$ cat src/design/dmf_pkg.sv
// ----------------------------------------------------------------------------
// dmf_pkg
// Shared types, constants and helpers for the degenerate DNA motif finder.
// ----------------------------------------------------------------------------
package dmf_pkg;

  // Field widths
  localparam int BASE_W     = 8;
  localparam int CFG_DATA_W = 64;
  localparam int CFG_IDX_W  = 2;
  localparam int MASK_W     = 4;
  localparam int LEN_W      = 6;
  localparam int MASKS_W    = 2 * CFG_DATA_W;

  // Configuration register indexes
  typedef enum logic [CFG_IDX_W-1:0] {
    CFG_MASKS_LOW    = 2'd0,
    CFG_MASKS_HIGH   = 2'd1,
    CFG_MOTIF_LENGTH = 2'd2
  } cfg_reg_t;

  // ASCII codes of the four bases
  localparam logic [BASE_W-1:0] ASCII_A = 8'h41;
  localparam logic [BASE_W-1:0] ASCII_C = 8'h43;
  localparam logic [BASE_W-1:0] ASCII_G = 8'h47;
  localparam logic [BASE_W-1:0] ASCII_T = 8'h54;

  // One-hot base codes as used in the position masks
  localparam logic [MASK_W-1:0] BASE_BIT_A    = 4'h1;
  localparam logic [MASK_W-1:0] BASE_BIT_C    = 4'h2;
  localparam logic [MASK_W-1:0] BASE_BIT_G    = 4'h4;
  localparam logic [MASK_W-1:0] BASE_BIT_T    = 4'h8;
  localparam logic [MASK_W-1:0] BASE_BIT_NONE = 4'h0;

  // Motif settings as seen by the match core
  typedef struct packed {
    logic [MASKS_W-1:0] masks;         // position j in bits 4j+3..4j
    logic [LEN_W-1:0]   motif_length;
  } dmf_cfg_t;

  // Character to one-hot base; anything else matches nothing
  function automatic logic [MASK_W-1:0] base_onehot(input logic [BASE_W-1:0] c);
    logic [MASK_W-1:0] r;
    case (c)
      ASCII_A: r = BASE_BIT_A;
      ASCII_C: r = BASE_BIT_C;
      ASCII_G: r = BASE_BIT_G;
      ASCII_T: r = BASE_BIT_T;
      default: r = BASE_BIT_NONE;
    endcase
    return r;
  endfunction

endpackage

$ cat src/design/dmf_match_core.sv
// ----------------------------------------------------------------------------
// dmf_match_core
// Shift-and partial-match vector and hit flag, one character per cycle while take is set.
// ----------------------------------------------------------------------------
module dmf_match_core
  import dmf_pkg::*;
#(
  parameter int MAX_POSITIONS = 32
) (
  input  logic              clk,
  input  logic              rst,
  input  logic              take,
  input  logic [BASE_W-1:0] base,
  input  logic              end_of_sequence,
  input  dmf_cfg_t          settings,
  output logic              found_next
);

  logic [MAX_POSITIONS-1:0] partial_matches;
  logic [MAX_POSITIONS-1:0] partial_matches_next;
  logic [MAX_POSITIONS-1:0] column;
  logic                     seen_match;
  logic                     seen_match_next;
  logic                     hit;
  logic [LEN_W-1:0]         len;
  logic [MASK_W-1:0]        dm;

  // Clamp length to the number of positions built
  always_comb begin
    if (settings.motif_length > LEN_W'(MAX_POSITIONS)) begin
      len = LEN_W'(MAX_POSITIONS);
    end else begin
      len = settings.motif_length;
    end
  end

  assign dm = base_onehot(base);

  // Positions that accept this character, limited to the active length
  always_comb begin
    for (int j = 0; j < MAX_POSITIONS; j++) begin
      column[j] = (|(settings.masks[MASK_W*j +: MASK_W] & dm)) && (LEN_W'(j) < len);
    end
  end

  assign partial_matches_next =
    ((partial_matches << 1) | MAX_POSITIONS'(1'b1)) & column;

  // Full match when the bit of the last position is set
  always_comb begin
    hit = 1'b0;
    for (int j = 0; j < MAX_POSITIONS; j++) begin
      if (partial_matches_next[j] && (LEN_W'(j + 1) == len)) begin
        hit = 1'b1;
      end
    end
  end

  assign seen_match_next = seen_match | hit;
  assign found_next      = seen_match_next;

  // State update; cleared after the last character of a sequence
  always_ff @(posedge clk) begin
    if (rst) begin
      partial_matches <= '0;
      seen_match      <= 1'b0;
    end else if (take) begin
      if (end_of_sequence) begin
        partial_matches <= '0;
        seen_match      <= 1'b0;
      end else begin
        partial_matches <= partial_matches_next;
        seen_match      <= seen_match_next;
      end
    end
  end

endmodule

$ cat config.mk
export PLATFORM = sky130hd
export DESIGN_NAME = dmf_match_core
export DESIGN_NICKNAME = d
export VERILOG_FILES = /design/src/design/dmf_pkg.sv /design/src/design/dmf_match_core.sv
export SDC_FILE = /design/constraint.sdc
export NUM_CORES = 1
export LEC_CHECK = 0
export ABC_AREA = 1
export ABC_CLOCK_PERIOD_IN_PS = 3200
export BUFFER_PORTS_ARGS = -buffer_cell sky130_fd_sc_hd__buf_4
export CORE_UTILIZATION = 40
export DETAILED_ROUTE_END_ITERATION = 8
export HOLD_SLACK_MARGIN = 0.1
export PLACE_DENSITY = 0.69
export SLEW_MARGIN = 20
export SYNTH_ARGS = -nofsm -noshare
export SYNTH_HDL_FRONTEND = slang
export SYNTH_SLANG_ARGS = --single-unit
$ cat constraint.sdc
create_clock -name clk -period 3.2 [get_ports clk]
set_input_delay 0.16 -clock clk [delete_from_list [all_inputs] [get_ports clk]]
set_output_delay 0.16 -clock clk [all_outputs]
set_load 0.005 [all_outputs]
### Yosys cells after proc, flatten, opt, wreduce, memory -nomap -nowiden

Cells that the tools add are included.

| cells by class | value |
|---|---|
| reductions and logical operators | 96 |
| bitwise logic cells | 34 |
| order comparisons | 33 |
| eq/ne operators | 36 |
| multiplexer cells | 36 |

Operators with widths:

| cell | number |
|---|---|
| bitwise AND 4 bit | 32 |
| OR reduction 4 bit | 32 |
| equality test 5 x 6 -> 1 bit, first input constant | 16 |
| less-than comparator 5 x 6 -> 1 bit, first input constant | 16 |
| logical AND 1 bit | 64 |
| equality test 4 x 6 -> 1 bit, first input constant | 8 |
| less-than comparator 4 x 6 -> 1 bit, first input constant | 8 |
| two-way mux 1 bit | 33 |
| bitwise AND 32 bit | 1 |
| equality test 8 x 7 -> 1 bit, second input constant | 4 |
| two-way mux 31 bit | 1 |
| equality test 3 x 6 -> 1 bit, first input constant | 4 |
| less-than comparator 3 x 6 -> 1 bit, first input constant | 4 |
| one-hot mux 4 bit (4 select lines) | 1 |
| equality test 2 x 6 -> 1 bit, first input constant | 2 |
| less-than comparator 1 x 6 -> 1 bit, first input constant | 2 |
| less-than comparator 2 x 6 -> 1 bit, first input constant | 2 |
| equality test 1 x 6 -> 1 bit, first input constant | 1 |
| equality test 6 bit, first input constant | 1 |
| > comparator 6 bit, second input constant | 1 |
| two-way mux 6 bit | 1 |
| bitwise OR 1 bit | 1 |

| word-level totals | value |
|---|---|
| word-level logic and storage cells | 237 |
| register bits after elaboration | 32 |
| input port bits | 146 |
| output and inout port bits | 1 |

### Depth between registers and ports, before layout

Gate-level depths: netlist (run 1).

| logic depth | value |
|---|---|
| depth in word-level cells | 41 |
| depth in mapped cells | 17 |
| depth with buffers taken out | 17 |

### Worst setup path before layout (run 1)

No wires, ideal clock.

| path | value |
|---|---|
| path type | in2reg |
| start | input port settings[5] (netlist name) |
| end | register seen_match |
| arrival time | 1.416 ns |
| library setup time | 0.131 ns |
| setup slack | 1.653 ns |
| path buffers | 1 |
| required time | 3.069 ns |
| stages on the path | 14 |
| cell sequence | buf_6 inv_2 nand2_2 nor2_4 nand3_1 and3_4 nand3_2 nand2_1 nor2_1 nand2_1 nor2_1 nand3_2 nand2_1 a21oi_2 |

| on the way | value |
|---|---|
| longest elaborated chain between the ends | 40 |
| elaborated cells between the ends (all ways) | 165 |
| classes of those cells | 33 x order compare; 32 x eq/ne; 34 x mux; 2 x bitwise; 64 x reduce/logical |

Ends and longest elaborated chain:

| what | RTL line | RTL |
|---|---|---|
| start: declaration | dmf_match_core.sv:15 | `input dmf_cfg_t settings,` |
| > comparator 6 bit | dmf_match_core.sv:30 | `if (settings.motif_length > LEN_W'(MAX_POSITIONS)) begin` |
| two-way mux 6 bit * | dmf_match_core.sv:30 |  |
| less-than comparator 1 x 6 -> 1 bit | dmf_match_core.sv:42 | `column[j] = (\|(settings.masks[MASK_W*j +: MASK_W] & dm)) && (LEN_W'(j) < len);` |
| logical AND 1 bit | dmf_match_core.sv:42 |  |
| bitwise AND 32 bit | dmf_match_core.sv:47 | `((partial_matches << 1) \| MAX_POSITIONS'(1'b1)) & column;` |
| logical AND 1 bit | dmf_match_core.sv:53 | `if (partial_matches_next[j] && (LEN_W'(j + 1) == len)) begin` |
| two-way mux 1 bit (31 in series) | dmf_match_core.sv:53 |  |
| two-way mux 1 bit * | dmf_match_core.sv:53 |  |
| bitwise OR 1 bit * | dmf_match_core.sv:59 | `assign seen_match_next = seen_match \| hit;` |
| net found_next | dmf_match_core.sv:16 | `output logic found_next` |
| two-way mux 1 bit * | dmf_match_core.sv:68 | `if (end_of_sequence) begin` |
| end signal: assignment | dmf_match_core.sv:73 | `seen_match <= seen_match_next;` |
| end: declaration | dmf_match_core.sv:22 | `logic seen_match;` |

Mark *: on every way through the listed nets, which the timed path passes. The rest lies on a longest branch.
A chain may end at the register's enable or synchronous reset.

### Worst setup path in the final report (run 1)

| path | value |
|---|---|
| start | input port base[3] |
| end | output port found_next |

| on the way | value |
|---|---|
| longest elaborated chain between the ends | 40 |
| elaborated cells between the ends (all ways) | 167 |
| classes of those cells | 4 x eq/ne; 33 x mux; 34 x bitwise; 96 x reduce/logical |

Ends and longest elaborated chain:

| what | RTL line | RTL |
|---|---|---|
| start: declaration | dmf_match_core.sv:13 | `input logic [BASE_W-1:0] base,` |
| equality test 8 x 7 -> 1 bit | dmf_pkg.sv:44 | `case (c)` |
| one-hot mux 4 bit (4 select lines) * | dmf_pkg.sv:44 |  |
| bitwise AND 4 bit | dmf_match_core.sv:42 |  |
| OR reduction 4 bit | dmf_match_core.sv:42 |  |
| logical AND 1 bit | dmf_match_core.sv:42 |  |
| bitwise AND 32 bit * | dmf_match_core.sv:47 |  |
| logical AND 1 bit | dmf_match_core.sv:53 |  |
| two-way mux 1 bit (31 in series) | dmf_match_core.sv:53 |  |
| two-way mux 1 bit * | dmf_match_core.sv:53 |  |
| bitwise OR 1 bit * | dmf_match_core.sv:59 |  |
| end: declaration | dmf_match_core.sv:16 |  |

Every way passes the cells marked *; elsewhere a longest branch is shown, timed or not.

==> summary by stage, run 1 <==
Clock network
Clock latency on the worst-skew pair, taken at its later pin, is 290 ps. The H-tree generated during clock tree synthesis spans 2 levels. For this design, the sink count on the clock tree is 32. In this run the clock root is driven by a sky130_fd_sc_hd__clkbuf_8. TritonCTS built the clock tree. Post-CTS repair changed the size of 0 cells. The CTS buffer count is 5. The clock passes through at most 2 buffers. Clock-pin slew was measured on the worst setup and hold paths at 70 ps. After clock tree synthesis, the setup repair step added 0 buffers. The number of hold buffers added after CTS is 0.

STA
Setup repair after global routing left no endpoint under its margin. The total negative setup slack is 0 ps. The number of hold violations in the final report is 0.

In this run the tightest slew margin relative to its limit is 50.99%. The minimum hold slack is 271.3 ps. The worst path uses 70.39% of the clock period.

The worst path needs 2253 ps of the cycle, external delays included. The top achievable clock speed is 443.9 MHz. Setup violations remaining at the end of the flow were counted as 0. The total count of max-transition violations in the final report was 0. The clock skew after layout is 2.686 ps.

For the pin with the worst max-slew slack, the measured transition is 734.4 ps.

Critical path
Data on the critical path is required at its endpoint by 3040 ps. The worst setup path is captured at an output port. The worst-case register-to-register setup slack is 1760 ps. The maximum fanout along the worst path is 16. STA classifies the critical path startpoint as an input port. The endpoint arrival time on the critical path is 2090 ps. The critical path class is input port to output port.

GRT
The pin count of the biggest net entering global routing is 39. The wire length of the first global-routing pass is 21,170 um. The initial antenna violation count is 0.

Global routing consumed, over all layers together, 31.84% of the routing resources. The via count of the first global-routing pass is 4,235. The total overflow reported by the global router is 0.

Synthesis
By area, the combinational part of the netlist is dominated by simple AND/OR/NAND/NOR gates. The synthesized area divided by synthesized cell count is 5.547 um^2. After synthesis, the netlist uses 31 different library cells. The total number of yosys warnings is 0. The adder-cell share of the synthesized area is 0%. The most common cell in the netlist is sky130_fd_sc_hd__nand2_1. The commonest cells after synthesis are 149 x sky130_fd_sc_hd__nand2_1, 137 x sky130_fd_sc_hd__nand3_1, 68 x sky130_fd_sc_hd__inv_1. After Yosys synthesis, XOR and XNOR cells account for 0% of the synthesized area. In the synthesized netlist the dominant register cell turns out to be sky130_fd_sc_hd__dfxtp_1.

The share of the synthesized area in compound gates (AO/OA/AOI/OAI) is 8.650%. For this run, asynchronously set or reset flops after synthesis account for 0%. In this run, synthesis inferred 0 flip-flops with an integrated enable. By area the synthesized netlist is led by sky130_fd_sc_hd__nand3_1 20%, sky130_fd_sc_hd__dfxtp_1 19%, sky130_fd_sc_hd__nand2_1 17%. The post-synth design cell area is 3356 um^2. The flop and latch count out of synthesis is 32. After synthesis, flip-flops and latches occupy 19.09% of the total area. The top cell type by area accounts for 20.43% of the synthesized area. The gate count of the mapped netlist is 605.

The synthesized netlist devotes 57.98% of its cell area to simple gates. The post-synthesis cell type with the largest combined area is sky130_fd_sc_hd__nand3_1. After synthesis, the share of cell area in mux cells is 0%. The synthesized netlist net count is 751.

Layout
The cell area after layout is 4574 um^2. The fraction of layout instances using a drive strength above 1 is 27.14%. The layout filler cell count is 865. The number of antenna diodes in the final layout is 0. The final layout contains 882 nets. From synthesis to final layout, the design area changed by 36.32%.

Floorplanning
The initial core utilization is 41.05%. The core region is 8175 um^2. The cell row count is 33.

The width of the chip is 93.60 um. The y dimension of the die is 93.60 um. The I/O pin count is 147. The die covers 8760 um^2.

Detailed routing
The average wire per cell in the routed design is 16.52 um. For this block, the routed nets add up to 13,910 um of wire. The DRC violations left is 1.

In this run, the number of DRC markers left after iteration 0 of detailed routing was 360. The total vias in the final route is 4,624. The number of nets with antenna violations after routing is 0. The number of detailed-routing iterations run before antenna repair is 7.

The via density per instance is 5.492.

Place
The number of buffers added on ports is 146. The global placement routability congestion is 0.9738. The area of placed instances is 4482 um^2. The placed wire-length estimate is 11,060 um.

Min path
The tightest min-delay check is of the input port to register type.

Run
The max-capacitance violation count is 0.

Pwr
Power spread over the standard cell area amounts to 220.9 nW/um^2. VDD sags by at most 0.2212 mV. The leakage component of the power is 0.002128 uW.

Run status
The final reports fail on DRC. The run finished, with violations left.
## registers in the layout (all words and copies together) (netlist names)
register and cells:
seen_match 1, partial_matches 31
## layout make-up
class | count | area, um^2 | share of cell area [%]
Sequential cell | 32 | 640.6 | 14.00
Inverter | 78 | 295.3 | 6.455
Clock inverter | 2 | 10.01 | 0.2188
Multi-Input combinational cell | 464 | 2251 | 49.21
Tap cell | 105 | 131.4 | 2.872
Timing Repair Buffer | 155 | 1164 | 25.44
Clock buffer | 6 | 82.58 | 1.805
## metrics by stage
step                worst slack, ps  std cells  utilization [%]  total power (uW)
finish                        947.4        842            55.95              1010
global route                  668.7        842            55.95              1048
CTS                           950.7        842            55.95              1009
detailed placement            957.3        834            54.82             678.3
global placement              939.2        834            54.82             677.0
floorplan                      1653        605                -             508.0
## worst paths after layout
kind / start / cells past startpoint / endpoint
worst min-delay path: rst / 2 / partial_matches[5]$_SDFFE_PP0P_
worst max register to register: partial_matches[25]$_SDFFE_PP0P_ / 10 / seen_match$_SDFFE_PP0P_
worst min register to register: partial_matches[10]$_SDFFE_PP0P_ / 2 / partial_matches[10]$_SDFFE_PP0P_
worst max-delay path: base[3] / 15 / found_next
## layer usage
layer / vias up / wire, um / GRT usage (%)
met4: 0 / 449 / 10.26
met1: 2107 / 5757 / 40.07
met5: - / 0 / 0
li1: 2268 / - / -
met2: 218 / 6716 / 55.82
met3: 31 / 983 / 4.146
## critical path, cell delays in order
cell and delay [ps]:
sky130_fd_sc_hd__buf_4 110, sky130_fd_sc_hd__inv_1 60, sky130_fd_sc_hd__nand2_1 100, sky130_fd_sc_hd__nor2_4 350, sky130_fd_sc_hd__nand2_1 240, sky130_fd_sc_hd__inv_2 240, sky130_fd_sc_hd__nand2_1 90, sky130_fd_sc_hd__nand4_1 150
sky130_fd_sc_hd__nand4_1 140, sky130_fd_sc_hd__nand2_1 100, sky130_fd_sc_hd__inv_1 50, sky130_fd_sc_hd__nand2_1 70, sky130_fd_sc_hd__nor2_1 60, sky130_fd_sc_hd__nand3_2 60, sky130_fd_sc_hd__buf_4 110
## layout by cell type, fill, tap and decap left out
| cell | count |
|---|---|
| sky130_fd_sc_hd__nand2_2 | 5 |
| sky130_fd_sc_hd__nor2_8 | 1 |
| sky130_fd_sc_hd__nand3_2 | 2 |
| sky130_fd_sc_hd__nand3b_1 | 1 |
| sky130_fd_sc_hd__nor3_1 | 7 |
| sky130_fd_sc_hd__a31oi_1 | 5 |
| sky130_fd_sc_hd__inv_4 | 1 |
| sky130_fd_sc_hd__nand2_4 | 1 |
| sky130_fd_sc_hd__o21ai_1 | 1 |
| sky130_fd_sc_hd__a21oi_2 | 1 |
| sky130_fd_sc_hd__and2_1 | 3 |
| sky130_fd_sc_hd__dfxtp_1 | 32 |
| sky130_fd_sc_hd__buf_4 | 155 |
| sky130_fd_sc_hd__nor2_2 | 6 |
| sky130_fd_sc_hd__nand3_1 | 137 |
| sky130_fd_sc_hd__nand2_1 | 149 |
| sky130_fd_sc_hd__inv_1 | 68 |
| sky130_fd_sc_hd__nor3b_2 | 1 |
| sky130_fd_sc_hd__and3_4 | 1 |
| sky130_fd_sc_hd__inv_2 | 9 |
| sky130_fd_sc_hd__nand4_1 | 38 |
| sky130_fd_sc_hd__a21oi_1 | 31 |
| sky130_fd_sc_hd__clkinv_2 | 2 |
| sky130_fd_sc_hd__nor3_2 | 1 |
| sky130_fd_sc_hd__nor2_4 | 6 |
| sky130_fd_sc_hd__o21ai_2 | 2 |
| sky130_fd_sc_hd__clkbuf_8 | 6 |
| sky130_fd_sc_hd__o2111ai_1 | 2 |
| sky130_fd_sc_hd__o21ai_0 | 11 |
| sky130_fd_sc_hd__nor2_1 | 52 |
## power breakdown
group	switching (uW)	internal, uW	total [uW]
logic	138	136	274
clock network	166	172	338
registers	0.0232	398	398
## kinds of logic (layout without fill, tap and decap cells)
| logic type | Yosys count | in the layout |
|---|---|---|
| AOI/OAI and AO/OA | 53 | 53 |
| DFF | 32 | 32 |
| and+or+nand+nor | 411 | 411 |
| buffers and inverters | 109 | 241 |
(Power assumes the default switching activity.)
==> inputs of run 2 (changes only) <==
ABC_CLOCK_PERIOD_IN_PS = 2080   (was 3200)
clock period = 2.08 ns   (was 3.2 ns; I/O delays follow)
==> run 2 against run 1 <==
The run still ends with DRC left. Sequential share of layout area decreased by 0.24 points. Clock-buffer cell count did not move. Non-clock buffer count increased by 8. Total power grew 54%. Core utilization is 0.96 points higher. Worst hold slack got worse by 63 ps. Highest routed layer unchanged.
==> summary by stage, run 2 (synthesized netlist as in run 1, its figures left out) <==
Run status
The flow ran to the end, but the final reports show violations. The checks that failed: DRC.

Pwr
The peak supply drop is 0.2640 mV. Combinational logic is responsible for 27.5% of the overall power. Summed over all cells, the static leakage comes to 0.002173 uW. Total power for the finished layout comes to 1558 uW. The internal power summed over all cells is 1094 uW. The register share of total power is 39.3%. The clock network is responsible for 33.2% of the overall power. The switching power total is 464.5 uW. Dividing total power by cell area gives a power density of 334.9 nW/um^2. The net switching share of the total power is 29.81%.

Clock network
The H-tree depth is 2. The CTS buffer count is 5. The clock slew at the register clock pins of the worst setup and hold paths is 70 ps.

The number of setup buffers added after CTS is 0. No sink is reached through more buffers than the 2 on the longest clock path. The clock sink total is 32.

The CTS tree is yes. The later pin in the worst-skew pair is clocked with a latency of 300 ps. Clock tree synthesis selected as its root buffer the cell sky130_fd_sc_hd__clkbuf_8.

Critical path
The endpoint arrival time on the critical path is 1770 ps. The critical path class is input port to output port. On the critical path, the stage with the largest delay is an instance of sky130_fd_sc_hd__buf_6.

The critical path buffer and inverter count is 5. The cell with the most instances on the worst path is sky130_fd_sc_hd__nand2_1. Along the worst path, the maximum fanout reaches 31. The critical path launch point type is an input port. The kind of cell adding the most delay to the critical path is simple AND/OR/NAND/NOR gates. The cell count of the worst reg-to-reg path is 10. The critical path endpoint category is an output port. In this design, the stage delay of the slowest critical-path cell is 240 ps. The critical path data required time is 1980 ps. The critical path depth is 15. The signal on the critical path passes through buf_4, inv_1, nand2_1, nor2_4, buf_6, and2_1, nand2_1, nand4_1, nand3_1, nand2_1, inv_1, nand2_1, nor2_1, nand3_2, buf_4. The worst-case register-to-register setup slack is 740 ps.

Detailed routing
The DRC violation total after the first TritonRoute iteration is 356. The DRC violations left is 1. The total length of routed wires is 13,480 um. Dividing the detail-routed via count by the number of cells gives 5.408. For this block, the via count after detailed routing is 4,597.

In the final routed layout, each cell accounts on average for 15.86 um. The number of nets with antenna violations after routing is 0. For this run, the detailed router's first-pass iteration total came to 8.

GRT
The first global-routing pass estimated 20,930 um of wire. The global routing stage identified its most utilized layer as met2. The initial antenna violation count is 0. The total overflow reported by the global router is 0.

The global router's overall resource usage is 31.20%. Entering global routing, the biggest net connects 35 pins. The via count of the first global-routing pass is 4,244. The global-route track usage on met1 is 40.04%. The global routing met3 resource utilization is 3.496%. For met2 alone, demand over resource in global routing was 54.47%.

STA
The tightest slew margin relative to the limit is 76.11%. The total count of max-transition violations in the final report is 0. Hold timing on the final database bottoms out at a slack of 208.0 ps.

The top achievable clock speed is 532.8 MHz. The minimum clock period is 1877 ps. Adding up every negative setup slack in the final design gives 0 ps. Clock skew on the completed layout was measured at 5.541 ps.

The number of hold violations in the final report is 0. The measured slew at the worst slew-check pin is 358.3 ps. The setup violation total in the final timing report is 0. Setup repair after global routing left no endpoint under its margin. The share of the clock period used by the worst path after layout is 90.23%.

Floorplanning
The core region is 8175 um^2. The die covers 8760 um^2. 147 I/O pins were placed. The cell row count is 33. The y dimension of the die is 93.60 um. For this configuration, the core starts out at a cell density of 41.05%. The width of the chip is 93.60 um.

Layout
The register with the most flip-flops in the layout has 31 of them. The leading cell type in the layout, fill and taps excluded is sky130_fd_sc_hd__buf_4. The largest registers in the layout are partial_matches: 31 flops, seen_match: 1 flops. The repair_antennas step left the layout with diodes totalling 0. The final layout contains 890 nets. The library cells used most frequently in the layout, excluding fill and tap cells, are 161 x sky130_fd_sc_hd__buf_4, 148 x sky130_fd_sc_hd__nand2_1, 137 x sky130_fd_sc_hd__nand3_1.

The post-route netlist has 28.19% of its cells at a drive strength greater than 1. The synthesis-to-layout area growth is 38.67%. The register with the most flip-flops in the final layout is partial_matches.

Place
Detailed placement finished with a half-perimeter wire length of 10,810 um. The number of buffers added on ports is 146. At the end of routability-driven placement, the weighted congestion stood at 0.9747.

Min path
The path class of the tightest hold or removal check is input port to register. The number of cells on the worst hold path is 2.

Run
The max-capacitance violation count is 0.
## run 2: changes by cell type in the layout (fill, tap and decap cells not counted), sizes merged
cell  previous run  this run
buf            155       163
## run 2: metal layers
metal / up-vias / wire [um]
li1: 2280 / -
met1: 2082 / 5598
met2: 210 / 6556
met3: 25 / 966
met4: 0 / 355
met5: - / 0
## run 2: path summary, 6_finish.rpt
check	to	startpoint
setup / recovery	found_next	base[7]
hold / removal	partial_matches[27]$_SDFFE_PP0P_	rst
setup reg to reg	seen_match$_SDFFE_PP0P_	partial_matches[25]$_SDFFE_PP0P_
hold reg to reg	partial_matches[10]$_SDFFE_PP0P_	partial_matches[10]$_SDFFE_PP0P_
## run 2: timing repair
item | CTS | global route
endpoints found under the setup margin | 0 | 1
hold buffers | 0 | 0
gates resized for setup | 0 | 3
## run 2: layout make-up
class / instances / area (um^2)
Inverter: 78 / 295.3
Sequential cell: 32 / 640.6
Fill cell: 865 / 3522
Tap cell: 105 / 131.4
Timing Repair Buffer: 163 / 1240
Clock inverter: 2 / 10.01
Multi-Input combinational cell: 464 / 2253
Clock buffer: 6 / 82.58
## run 2: power by group through the flow
stage                     registers [uW]  clock network, uW  logic (uW)
after floorplan                      626                  0         155
after global placement               626                  0         423
after detailed placement             626                  0         424
after CTS                            612                527         425
after global routing                 612                548         461
final                                612                517         428
## run 2: through the flow
stage / instance area, um^2 / util [%] / setup WS [ps] / cells
finish: 4653 / 56.92 / 203.2 / 850
global route: 4653 / 56.92 / 54.69 / 850
CTS: 4647 / 56.84 / 128.1 / 850
detailed placement: 4554 / 55.71 / 77.35 / 842
global placement: 4554 / 55.71 / 96.03 / 842
floorplan: 3356 / - / 589.3 / 605
==> inputs of run 3 (changes only) <==
ABC_AREA = default   (was 1)
PLACE_DENSITY = 0.71   (was 0.69)
==> run 3 against run 2 <==
The flow finishes with violations (setup timing). Largest power group is now combinational logic. Sequential share of layout area shrank 1.2 points. Sequential cell count is the same. Register-to-register slack lost 220 ps. Global-route usage grew 7.2 points. Cell area grew 9.6%. Wire length grew 12%.
==> summary by stage, run 3 <==
Run status
The flow ran to the end, but the final reports show violations. The checks that failed: setup timing.

Detailed routing
In the routed design, unresolved DRC markers number 0. The total vias in the final route is 4,406. The final layout contains routed wiring with a total length of 15,070 um. After the first detailed-routing iteration, the DRC count stood at 338.

The via density per instance is 6.077. The first detailed-routing pass took 6 iterations. The average wire per cell in the routed design is 20.79 um. Once detail routing completed, the nets flagged for antenna violations numbered 0.

STA
The number of hold violations in the final report came to 0. The minimum clock period is 2275 ps. In the finished design, the share of the clock period the worst path needs comes to 109.4%. The top achievable clock speed is 439.6 MHz. In the post-route analysis, the smallest setup slack over all paths is -194.8 ps. In this run the tightest slew margin relative to its limit is 53.21%. The total count of max-transition violations in the final report was 0. For the pin with the worst max-slew slack, the measured transition is 692.1 ps. Setup repair after global routing could not meet its margin everywhere. The total negative setup slack is -194.8 ps. Clock skew on the completed layout was measured at 3.393 ps.

Setup violations remaining at the end of the flow were counted as 1.

Layout
The final core utilization is 69.92%. 0 antenna diodes ended up in the layout. The register with the most flip-flops in the layout has 31 of them.

The leading cell type in the layout, fill and taps excluded is sky130_fd_sc_hd__buf_4. The cell area after layout is 5099 um^2. The library cells used most frequently in the layout, excluding fill and tap cells, are 224 x sky130_fd_sc_hd__buf_4, 58 x sky130_fd_sc_hd__nand2_1, 43 x sky130_fd_sc_hd__nor2_1. The register with the most flip-flops is partial_matches. The largest registers in the layout are partial_matches: 31 flops, seen_match: 1 flops. The post-route netlist has 44.89% of its cells at a drive strength greater than 1. The area growth from synthesis to layout is 67.21%. The final layout contains 771 nets.

Synthesis
The most common cell in the netlist is sky130_fd_sc_hd__nand2_1. The post-synth design cell area is 3049 um^2. In this run the biggest area consumer among cell types represents 21.01% of the synthesized area. The number of nets handed over by synthesis was 564. The synthesized area divided by synthesized cell count is 7.295 um^2.

Of all flip-flops after synthesis, the portion carrying an async set or reset was 0%. The biggest area contributor in the post-synthesis netlist is sky130_fd_sc_hd__dfxtp_1. In the synthesized netlist, the cells that appear most often are 58 x sky130_fd_sc_hd__nand2_1, 43 x sky130_fd_sc_hd__nor2_1, 32 x sky130_fd_sc_hd__dfxtp_1. The number of distinct library cells after synthesis is 58. The flop and latch count out of synthesis is 32. The total number of yosys warnings is 0.

The part of the Yosys area used for sequential elements is 21.01%. The most common flop cell mapped by yosys is sky130_fd_sc_hd__dfxtp_1. In the synthesized netlist, the number of instances is 418.

After synthesis, the cell types taking the most area are sky130_fd_sc_hd__dfxtp_1 21%, sky130_fd_sc_hd__nand2_1 7.1%, sky130_fd_sc_hd__mux2_2 6.6%. Counting flops with a built-in enable in the synthesized netlist gives 0.

Clock network
The clock slew at the register clock pins of the worst setup and hold paths is 70 ps. The CTS buffer count is 5. The clock sink total is 32. The CTS root buffer is sky130_fd_sc_hd__clkbuf_8. The later pin in the worst-skew pair is clocked with a latency of 280 ps. TritonCTS built the clock tree. The H-tree generated during clock tree synthesis spans 2 levels.

The number of hold buffers added after CTS is 0. The worst-case clock buffer depth is 2.

Floorplanning
The die outline area is 7976 um^2. The core region is 7292 um^2. The initial core utilization is 41.82%.

The die is 89.31 um tall. The initialized floorplan defines 31 standard-cell rows. The width of the chip is 89.31 um. The I/O pin count is 147.

Pwr
Cell internal power was estimated by the tool at 1334 uW. Per report_power, the sequential group accounts for 33.1% of the total. Dividing total power by cell area gives a power density of 363.2 nW/um^2.

In this run, the combinational gates consume 34.7% of the power. IR analysis of the VDD net gives a maximum drop of 0.3659 mV. The net switching share of the total power is 27.96%.

For this design the static power due to leakage is 0.002141 uW. The completed layout was analyzed and its total power is 1852 uW. Summed over all nets, the switching power comes to 517.8 uW. The fraction of power consumed by the clock network is 32.3%.

Place
After legalization and detailed placement, the total HPWL measured 11,860 um. At the placement stage, the worst setup path has a slack of -323.5 ps. The global placement routability congestion is 1.077.

The number of buffers added on ports is 146. In this run the cell area measured after placement is 4692 um^2.

GRT
The pin count of the biggest net entering global routing is 35. Global routing finished with a remaining overflow of 0. Global routing consumed, over all layers together, 38.42% of the routing resources. The wire length of the first global-routing pass is 22,540 um.

The via count of the first global-routing pass is 4,290. The initial antenna violation count is 0.

Critical path
The critical path endpoint category is an output port. STA puts the critical path data required time at 1980 ps. Setup slack on the worst reg-to-reg path comes out at 520 ps.

The endpoint arrival time on the critical path is 2170 ps. The critical path launch point type is an input port. The worst setup path is of the input port to output port kind.

In this run the worst path has a maximum fanout of 6.

Run
Across the run, the number of max-cap violations was 0.

Min path
In this run the worst hold path is classified as input port to register.
==> run 3: layout make-up <==
| type | instances | area, um^2 |
|---|---|---|
| clock buffer | 6 | 72.57 |
| clock inverter | 2 | 35.03 |
| fill | 618 | 2193 |
| inverter | 6 | 22.52 |
| multi-input combinational | 343 | 2316 |
| sequential | 32 | 640.6 |
| tap | 99 | 123.9 |
| timing repair buffer | 237 | 1888 |
==> run 3: final timing paths <==
kind	start	depth (start not counted)	endpoint
worst min register to register	partial_matches[22]$_SDFFE_PP0P_	2	partial_matches[22]$_SDFFE_PP0P_
worst max register to register	partial_matches[19]$_SDFFE_PP0P_	7	seen_match$_SDFFE_PP0P_
worst min-delay path	take	4	seen_match$_SDFFE_PP0P_
worst max-delay path	base[1]	11	found_next
==> run 3: repair_timing <==
item	4_1_cts	5_1_grt
pin swaps	11	8
setup buffers	16	1
resized for setup	26	7
endpoints found under the setup margin	1	1
gates cloned	1	0
==> run 3: power groups by stage <==
stage / clock network (uW) / logic, uW / registers, uW
after global routing: 628 / 678 / 612
after CTS: 606 / 621 / 612
final: 598 / 642 / 612
after floorplan: 0 / 213 / 626
after detailed placement: 0 / 576 / 626
after global placement: 0 / 571 / 626
==> run 3: cell families (layout without fill, tap and decap cells) <==
family	count (synthesis)	in the layout	share of synthesized area, %
compound gates	125	125	30.24
flops	32	32	21.01
buf+inv	43	251	6.319
mux	29	29	10.30
simple gates	189	189	32.13
==> run 3: routing by layer <==
metal,global-route usage (%),part of all wire (%),up-vias
li1,-,-,2015
met1,46.13,40,2061
met2,64.61,46,272
met3,7.202,9.1,58
met4,21.36,4.8,0
met5,0,0,-
==> run 3: stage by stage <==
stage                     cells  hold slack, ps
after floorplan             418           349.8
after global placement      699           446.2
after detailed placement    699           451.6
after CTS                   724           178.9
after global routing        725           200.7
final                       725           184.6
==> run 3: worst max-delay path: stages <==
cell	delay, ps
sky130_fd_sc_hd__buf_12	120
sky130_fd_sc_hd__buf_6	110
sky130_fd_sc_hd__mux2_4	290
sky130_fd_sc_hd__a222oi_1	510
sky130_fd_sc_hd__buf_4	230
sky130_fd_sc_hd__nor3_2	40
sky130_fd_sc_hd__a21oi_1	140
sky130_fd_sc_hd__o2111ai_1	130
sky130_fd_sc_hd__nor3_2	270
sky130_fd_sc_hd__nand2b_1	90
sky130_fd_sc_hd__buf_4	140
